--- src/rtl/plec_pkg.sv ---
// Shared types and constants for the positional list engine.
`timescale 1ns / 1ps

package plec_pkg;

   localparam int OP_W   = 3;
   localparam int POS_W  = 7;
   localparam int DATA_W = 32;
   localparam int ST_W   = 2;
   localparam int LEN_W  = 7;

   typedef enum logic [OP_W-1:0] {
      OP_HEAD = 3'd0,
      OP_TAIL = 3'd1,
      OP_POS  = 3'd2,
      OP_DEL  = 3'd3,
      OP_READ = 3'd4
   } plec_op_type;

   typedef enum logic [ST_W-1:0] {
      ST_OK     = 2'd0,
      ST_BADPOS = 2'd1,
      ST_FULL   = 2'd2
   } plec_status_type;

   typedef enum logic {
      S_IDLE = 1'b0,
      S_SCAN = 1'b1
   } plec_state_type;

   // Per-cycle command broadcast to every cell of the chain
   typedef struct packed {
      logic ins;    // open a gap at the chosen index
      logic del;    // close the gap at the chosen index
      logic load;   // copy cell contents into the read-out chain
      logic shift;  // move the read-out chain one cell toward the head
   } plec_ctl_type;

endpackage

--- src/rtl/plec_cell.sv ---
// One list cell: holds an element and one stage of the read-out chain.
`timescale 1ns / 1ps

module plec_cell #(
   parameter int IDX_W = 8,
   parameter int INDEX = 0
) (
   input  logic                               clock,
   input  plec_pkg::plec_ctl_type             ctl,
   input  logic [IDX_W-1:0]                   gap,
   input  logic signed [plec_pkg::DATA_W-1:0] ins_value,
   input  logic signed [plec_pkg::DATA_W-1:0] left,
   input  logic signed [plec_pkg::DATA_W-1:0] right,
   input  logic signed [plec_pkg::DATA_W-1:0] bus_right,
   output logic signed [plec_pkg::DATA_W-1:0] cell_q,
   output logic signed [plec_pkg::DATA_W-1:0] bus_q
);

   localparam logic [IDX_W-1:0] MY_IDX = IDX_W'(INDEX);

   logic signed [plec_pkg::DATA_W-1:0] cell_ff, cell_in;
   logic signed [plec_pkg::DATA_W-1:0] bus_ff, bus_in;

   // element: shift away from the head on insert, toward it on delete
   always_comb begin
      cell_in = cell_ff;
      if (ctl.ins) begin
         if (MY_IDX > gap) begin
            cell_in = left;
         end else if (MY_IDX == gap) begin
            cell_in = ins_value;
         end
      end else if (ctl.del && (MY_IDX >= gap)) begin
         cell_in = right;
      end
   end

   // read-out chain: snapshot of the list, drained toward cell 0
   always_comb begin
      bus_in = bus_ff;
      if (ctl.load) begin
         bus_in = cell_ff;
      end else if (ctl.shift) begin
         bus_in = bus_right;
      end
   end

   always_ff @(posedge clock) begin
      cell_ff <= cell_in;
      bus_ff  <= bus_in;
   end

   assign cell_q = cell_ff;
   assign bus_q  = bus_ff;

endmodule

--- config.mk ---
export PLATFORM = sky130hd
export DESIGN_NAME = plec_cell
export DESIGN_NICKNAME = d
export VERILOG_FILES = /design/src/rtl/plec_pkg.sv /design/src/rtl/plec_cell.sv
export SDC_FILE = /design/constraint.sdc
export NUM_CORES = 1
export LEC_CHECK = 0
export ABC_CLOCK_PERIOD_IN_PS = 3750
export BUFFER_PORTS_ARGS = -buffer_cell sky130_fd_sc_hd__buf_2
export CORE_MARGIN = 2
export CORE_UTILIZATION = 45
export DETAILED_ROUTE_END_ITERATION = 8
export PLACE_DENSITY = 0.95
export SYNTH_ARGS = -nofsm -noshare
export SYNTH_HDL_FRONTEND = slang
export SYNTH_SLANG_ARGS = --single-unit
--- constraint.sdc ---
create_clock -name clock -period 3.75 [get_ports clock]
set_clock_uncertainty 0.05 [all_clocks]
set_input_delay 0 -clock clock [delete_from_list [all_inputs] [get_ports clock]]
set_output_delay 0 -clock clock [all_outputs]
set_load 0.01 [all_outputs]
### After elaboration in Yosys (flattened, before gate mapping)

Cells that the tools add are included.

| operators by class | value |
|---|---|
| order comparisons | 2 |
| equality and inequality tests | 1 |
| mux-type cells | 6 |
| reductions and logical operators | 5 |

Operators by type and width:

| cell | number |
|---|---|
| 2-to-1 mux 32 bit | 6 |
| greater-or-equal comparator 1 x 8 -> 1 bit (first input constant) | 1 |
| > comparator 1 x 8 -> 1 bit (first input constant) | 1 |
| zero test 8 bit | 1 |
| nonzero test 2 bit | 2 |
| inequality test 3 x 1 -> 1 bit (second input constant) | 1 |
| AND reduction 2 bit | 1 |
| logical AND 1 bit | 1 |

| storage, ports and cells | value |
|---|---|
| register bits after elaboration | 64 |
| input port bits | 141 |
| output and inout port bits | 64 |

### Depth between registers and ports, before layout

| logic depth | value |
|---|---|
| word-level depth | 4 |
| gate-level depth with buffers | 3 |

### Least setup slack after synthesis

OpenSTA, ideal clock, no wires.

| timing | value |
|---|---|
| path kind | in2reg |
| from | input ctl[1] in the netlist's numbering |
| to | register bus_ff, in the netlist bus_q[0], enable pin |
| setup time | 390 ps |
| data arrival time | 1022 ps |
| required time | 3310 ps |
| path slack | 2287 ps |
| stages on the path | 3 |
| path through | buf_6 -> buf_12 -> or2_1 |

| between the ends | value |
|---|---|
| cells in the longest elaborated chain, start to end | 1 |

Ends and longest elaborated chain:

| what | RTL line | source |
|---|---|---|
| from (decl) | plec_cell.sv:9 | `input plec_pkg::plec_ctl_type ctl,` |
| nonzero test 2 bit (no line) | -- |  |
| to (signal assigned) | plec_cell.sv:50 | `bus_ff <= bus_in;` |
| to (decl) | plec_cell.sv:22 | `logic signed [plec_pkg::DATA_W-1:0] bus_ff, bus_in;` |

Every way passes these cells.
A chain may end at the register's enable or synchronous reset.

### Worst setup path after layout

| timing | value |
|---|---|
| from | input ctl[3] in the netlist's numbering |
| to | register cell_ff, in the netlist cell_q[24] (data pin) |

| between the ends | value |
|---|---|
| cells in the longest elaborated chain, start to end | 1 |

Ends and longest elaborated chain:

| what | RTL line | source |
|---|---|---|
| 2-to-1 mux 32 bit | plec_cell.sv:27 | `if (ctl.ins) begin` |
| net cell_in, one bit | plec_cell.sv:21 | `logic signed [plec_pkg::DATA_W-1:0] cell_ff, cell_in;` |
| to (signal assigned) | plec_cell.sv:49 | `cell_ff <= cell_in;` |
| to (decl) | plec_cell.sv:21 |  |

The timed path passes the listed nets, and every way through them passes these cells.

==> key figures <==
Worst setup path
  • Endpoint of the most critical setup path: cell_q[24]
  • Reg-to-Reg End: bus_q[8]
  • Arrival time worst endpoint: 1.75 ns
  • Cell Chain, Critical Path: buf_2 -> buf_4 -> mux2_4 -> dlygate4sd3_1
  • Critical path data required time: ~3.8 ns
  • Critical path's slowest cell: sky130_fd_sc_hd__dlygate4sd3_1
  • Endpoint type of the worst setup path: register
  • Worst-case register-to-register setup slack: ~2.8 ns
  • Maximum single-stage delay on the critical path: 0.57 ns
  • Cell count of the worst reg-to-reg path: 1
  • Worst setup path start: ctl[3]
  • Crit Path Max Fanout: 19
  • Start-to-end type of the worst setup path: in2reg
  • Startpoint kind of the worst setup timing path: input pin
  • Launching point of the worst reg2reg path: cell_q[8]

Timing
  • Setup repair after global routing missed its margin: false
  • Post-route minimum period: approximately 1.7 ns
  • Number of endpoints with negative hold slack in the final report: 0
  • Share of the clock period used by the worst path after layout: 46.4%
  • Final-report max-slew violation count: 0
  • Worst-margin pin slew: between 1 and 1.5 ns
  • Worst-case headroom to the max-slew limit: about a third
  • Number of setup violations in the final report: 0
  • Worst hold margin: between 0.3 and 0.4 ns
  • Setup tns final: 0 ns
  • Timing-limited maximum frequency: around 570 MHz

Layout
  • Net total in the final layout: 555
  • Number of antenna repair diodes: 0
  • Layout cells sized above 1: 60.3%
  • Final instance count without filler cells: between 400 and 500
  • Layout overhead on the synthesized area: 65.1%

Synthesis
  • Number of cells produced by synthesis: 140
  • Area fraction of the dominant cell type after synthesis: between 60% and 70%
  • Largest cells by area after synthesis: sky130_fd_sc_hd__edfxtp_1, sky130_fd_sc_hd__mux2_4, sky130_fd_sc_hd__buf_12
  • Synthesized netlist net count: ~280
  • Mean post-synth cell area: 21.7 um^2
  • Count of synthesis-stage warnings from yosys: 0
  • Cell Area, Synth: 3030 um^2
  • Synthesis-stage register bit count: 64
  • Count of cell types in the netlist: 8
  • Sequential element share of the synthesized area: 63.4%
  • Dominant cell type by area after synthesis: sky130_fd_sc_hd__edfxtp_1

Routing
  • Final routed DRC violation total: 0
  • DRT Wirelength: 8710 um
  • Via density per instance: 4.80
  • Via total after detailed routing: 2374
  • Antenna viol nets, final: 0
  • Number of DRC markers in iteration 0: 52
  • Drt wl/cell: 17.6 um
  • Number of iterations in the first detailed-routing pass: 4

Clock tree
  • Clock tree from TritonCTS: done
  • Number of sinks handled by clock tree synthesis: 64
  • Cell chosen for the clock root: sky130_fd_sc_hd__clkbuf_8
  • Count of cells resized by post-cts repair: 0
  • Number of H-tree levels: 3
  • Clk Latency, worst-skew pair: ~0.32 ns
  • Register clock-pin slew on the reported worst setup and hold paths: approximately 0.07 ns
  • Cts-stage hold buffer count: 96
  • Max Buffers Root-to-Sink: 2
  • Number of buffers inserted to repair setup after CTS: 0
  • Clock buffers created by TritonCTS: 9

Floorplanning
  • Placement Rows: 29
  • DIE AREA: approximately 7400 um^2
  • Effective utilization at floorplan: between 40% and 50%
  • Count of pins on the block boundary: 205
  • Area of the core: 6420 um^2
  • Chip Width: roughly 86 um
  • Vert. Die Dim: 86.1 um

Power and ir drop
  • Switching fraction of total power: 21.0%
  • Static Leakage: 2.31 nW
  • Sequential power share: 49.5%
  • Peak VDD IR: 187 uV
  • Share of power burned in combinational logic: 18.2%
  • Internal portion of total power: roughly 1.3 mW
  • Total power consumption of the routed design: ~1.7 mW
  • Sw Pwr: 0.352 mW
  • Pwr dens: roughly 330 nW/um^2
  • Clock share of power: 32.3%

Min path
  • Hold crit path type: in2reg

Job
  • Count of max-cap constraint violations: 0

Global routing
  • Total GRT Usage: 23.4%
  • Wire length of the first global-routing pass: ~13000 um
  • GRT Residual Overflow: 0
  • Antenna violations before repair: 0
  • Via count of the first global-routing pass: around 2700
  • Maximum number of pins on one net before global-route repair: 34

Placed design
  • Global placement routability congestion: between 0.7 and 0.8
  • Post-detail-place hpwl: 4950 um
  • Number of placed instances with taps included: 384
  • Port Buf Inserts: 172

Outcome
  • Status: finished clean
## layer usage
metal,global-route usage (%),share of wire (%),wire length (um)
met5,0,0,0
met4,10.1,2.1,182
met3,5.49,6.1,530
met2,48.5,60,5190
met1,20.5,32,2810
## state kept, by name, summed over array words and instances (netlist names)
register / flops
bus_q: 32
cell_q: 32
## layout make-up
| cell class | instances | area [um^2] |
|---|---|---|
| Timing Repair Buffer | 271 | 1840 |
| Fill cell | 372 | 1420 |
| Sequential cell | 64 | 1920 |
| Tap cell | 77 | 96.3 |
| Clock inverter | 5 | 48.8 |
| Multi-Input combinational cell | 68 | 967 |
| Clock buffer | 10 | 128 |
## metrics by stage
step                      worst slack, ns  cell area, um^2  utilization (%)
final                                2.01             5010             77.9
after global routing                 1.99             5010             77.9
after detailed placement             1.88             3870             60.2
after global placement               1.94             3870             60.2
after floorplan                      2.29             3030                -
after CTS                            2.03             5010             77.9
## kinds of logic (layout without fill, tap and decap cells)
| family | count (synthesis) | count (layout) | synth area share (%) |
|---|---|---|---|
| AO/OA/AOI/OAI | 1 | 1 | 0.330 |
| AND/OR/NAND/NOR | 3 | 3 | 0.619 |
| multiplexers | 64 | 64 | 31.0 |
| buffers and inverters | 8 | 286 | 4.71 |
| flip-flops | 64 | 64 | 63.4 |
## power groups by stage
stage | registers [mW] | logic (mW) | clock network, mW
final | 0.828 | 0.304 | 0.540
after CTS | 0.827 | 0.298 | 0.548
after floorplan | 0.858 | 0.111 | 0
after detailed placement | 0.843 | 0.209 | 0
after global placement | 0.841 | 0.201 | 0
after global routing | 0.830 | 0.324 | 0.583
## synthesized netlist by cell type
library cell and n:
sky130_fd_sc_hd__buf_12 6, sky130_fd_sc_hd__buf_6 2, sky130_fd_sc_hd__edfxtp_1 64, sky130_fd_sc_hd__mux2_2 6
sky130_fd_sc_hd__mux2_4 58, sky130_fd_sc_hd__nor4_1 2, sky130_fd_sc_hd__o211a_1 1, sky130_fd_sc_hd__or2_1 1
## worst min path at each step
stage	start	endpoint	slack [ns]	cells past startpoint
floorplan	ins_value[0]	cell_q[0]	0.17	1
global placement	ins_value[27]	cell_q[27]	0.25	2
detailed placement	ins_value[26]	cell_q[26]	0.25	2
CTS	gap[1]	cell_q[25]	0.32	4
global route	gap[4]	cell_q[25]	0.34	4
finish	gap[7]	cell_q[25]	0.34	4
## worst max-delay path: cells and delay by family
family	cells	cell delay, ns
buf+inv	3	1.40
mux	1	0.34
## layout by cell type, fill, tap and decap left out
cell                            synthesis  layout
sky130_fd_sc_hd__mux2_4                58      58
sky130_fd_sc_hd__dlygate4sd3_1          0      96
sky130_fd_sc_hd__buf_2                  0     172
sky130_fd_sc_hd__edfxtp_1              64      64
sky130_fd_sc_hd__clkbuf_8               0       9
sky130_fd_sc_hd__nor4_1                 2       2
sky130_fd_sc_hd__clkinv_1               0       1
sky130_fd_sc_hd__or2_1                  1       1
sky130_fd_sc_hd__buf_4                  0       3
sky130_fd_sc_hd__clkbuf_1               0       1
sky130_fd_sc_hd__bufinv_16              0       1
sky130_fd_sc_hd__o211a_1                1       1
sky130_fd_sc_hd__mux2_2                 6       6
sky130_fd_sc_hd__clkinv_2               0       3
Note: power is estimated with default switching activity, not from simulation.
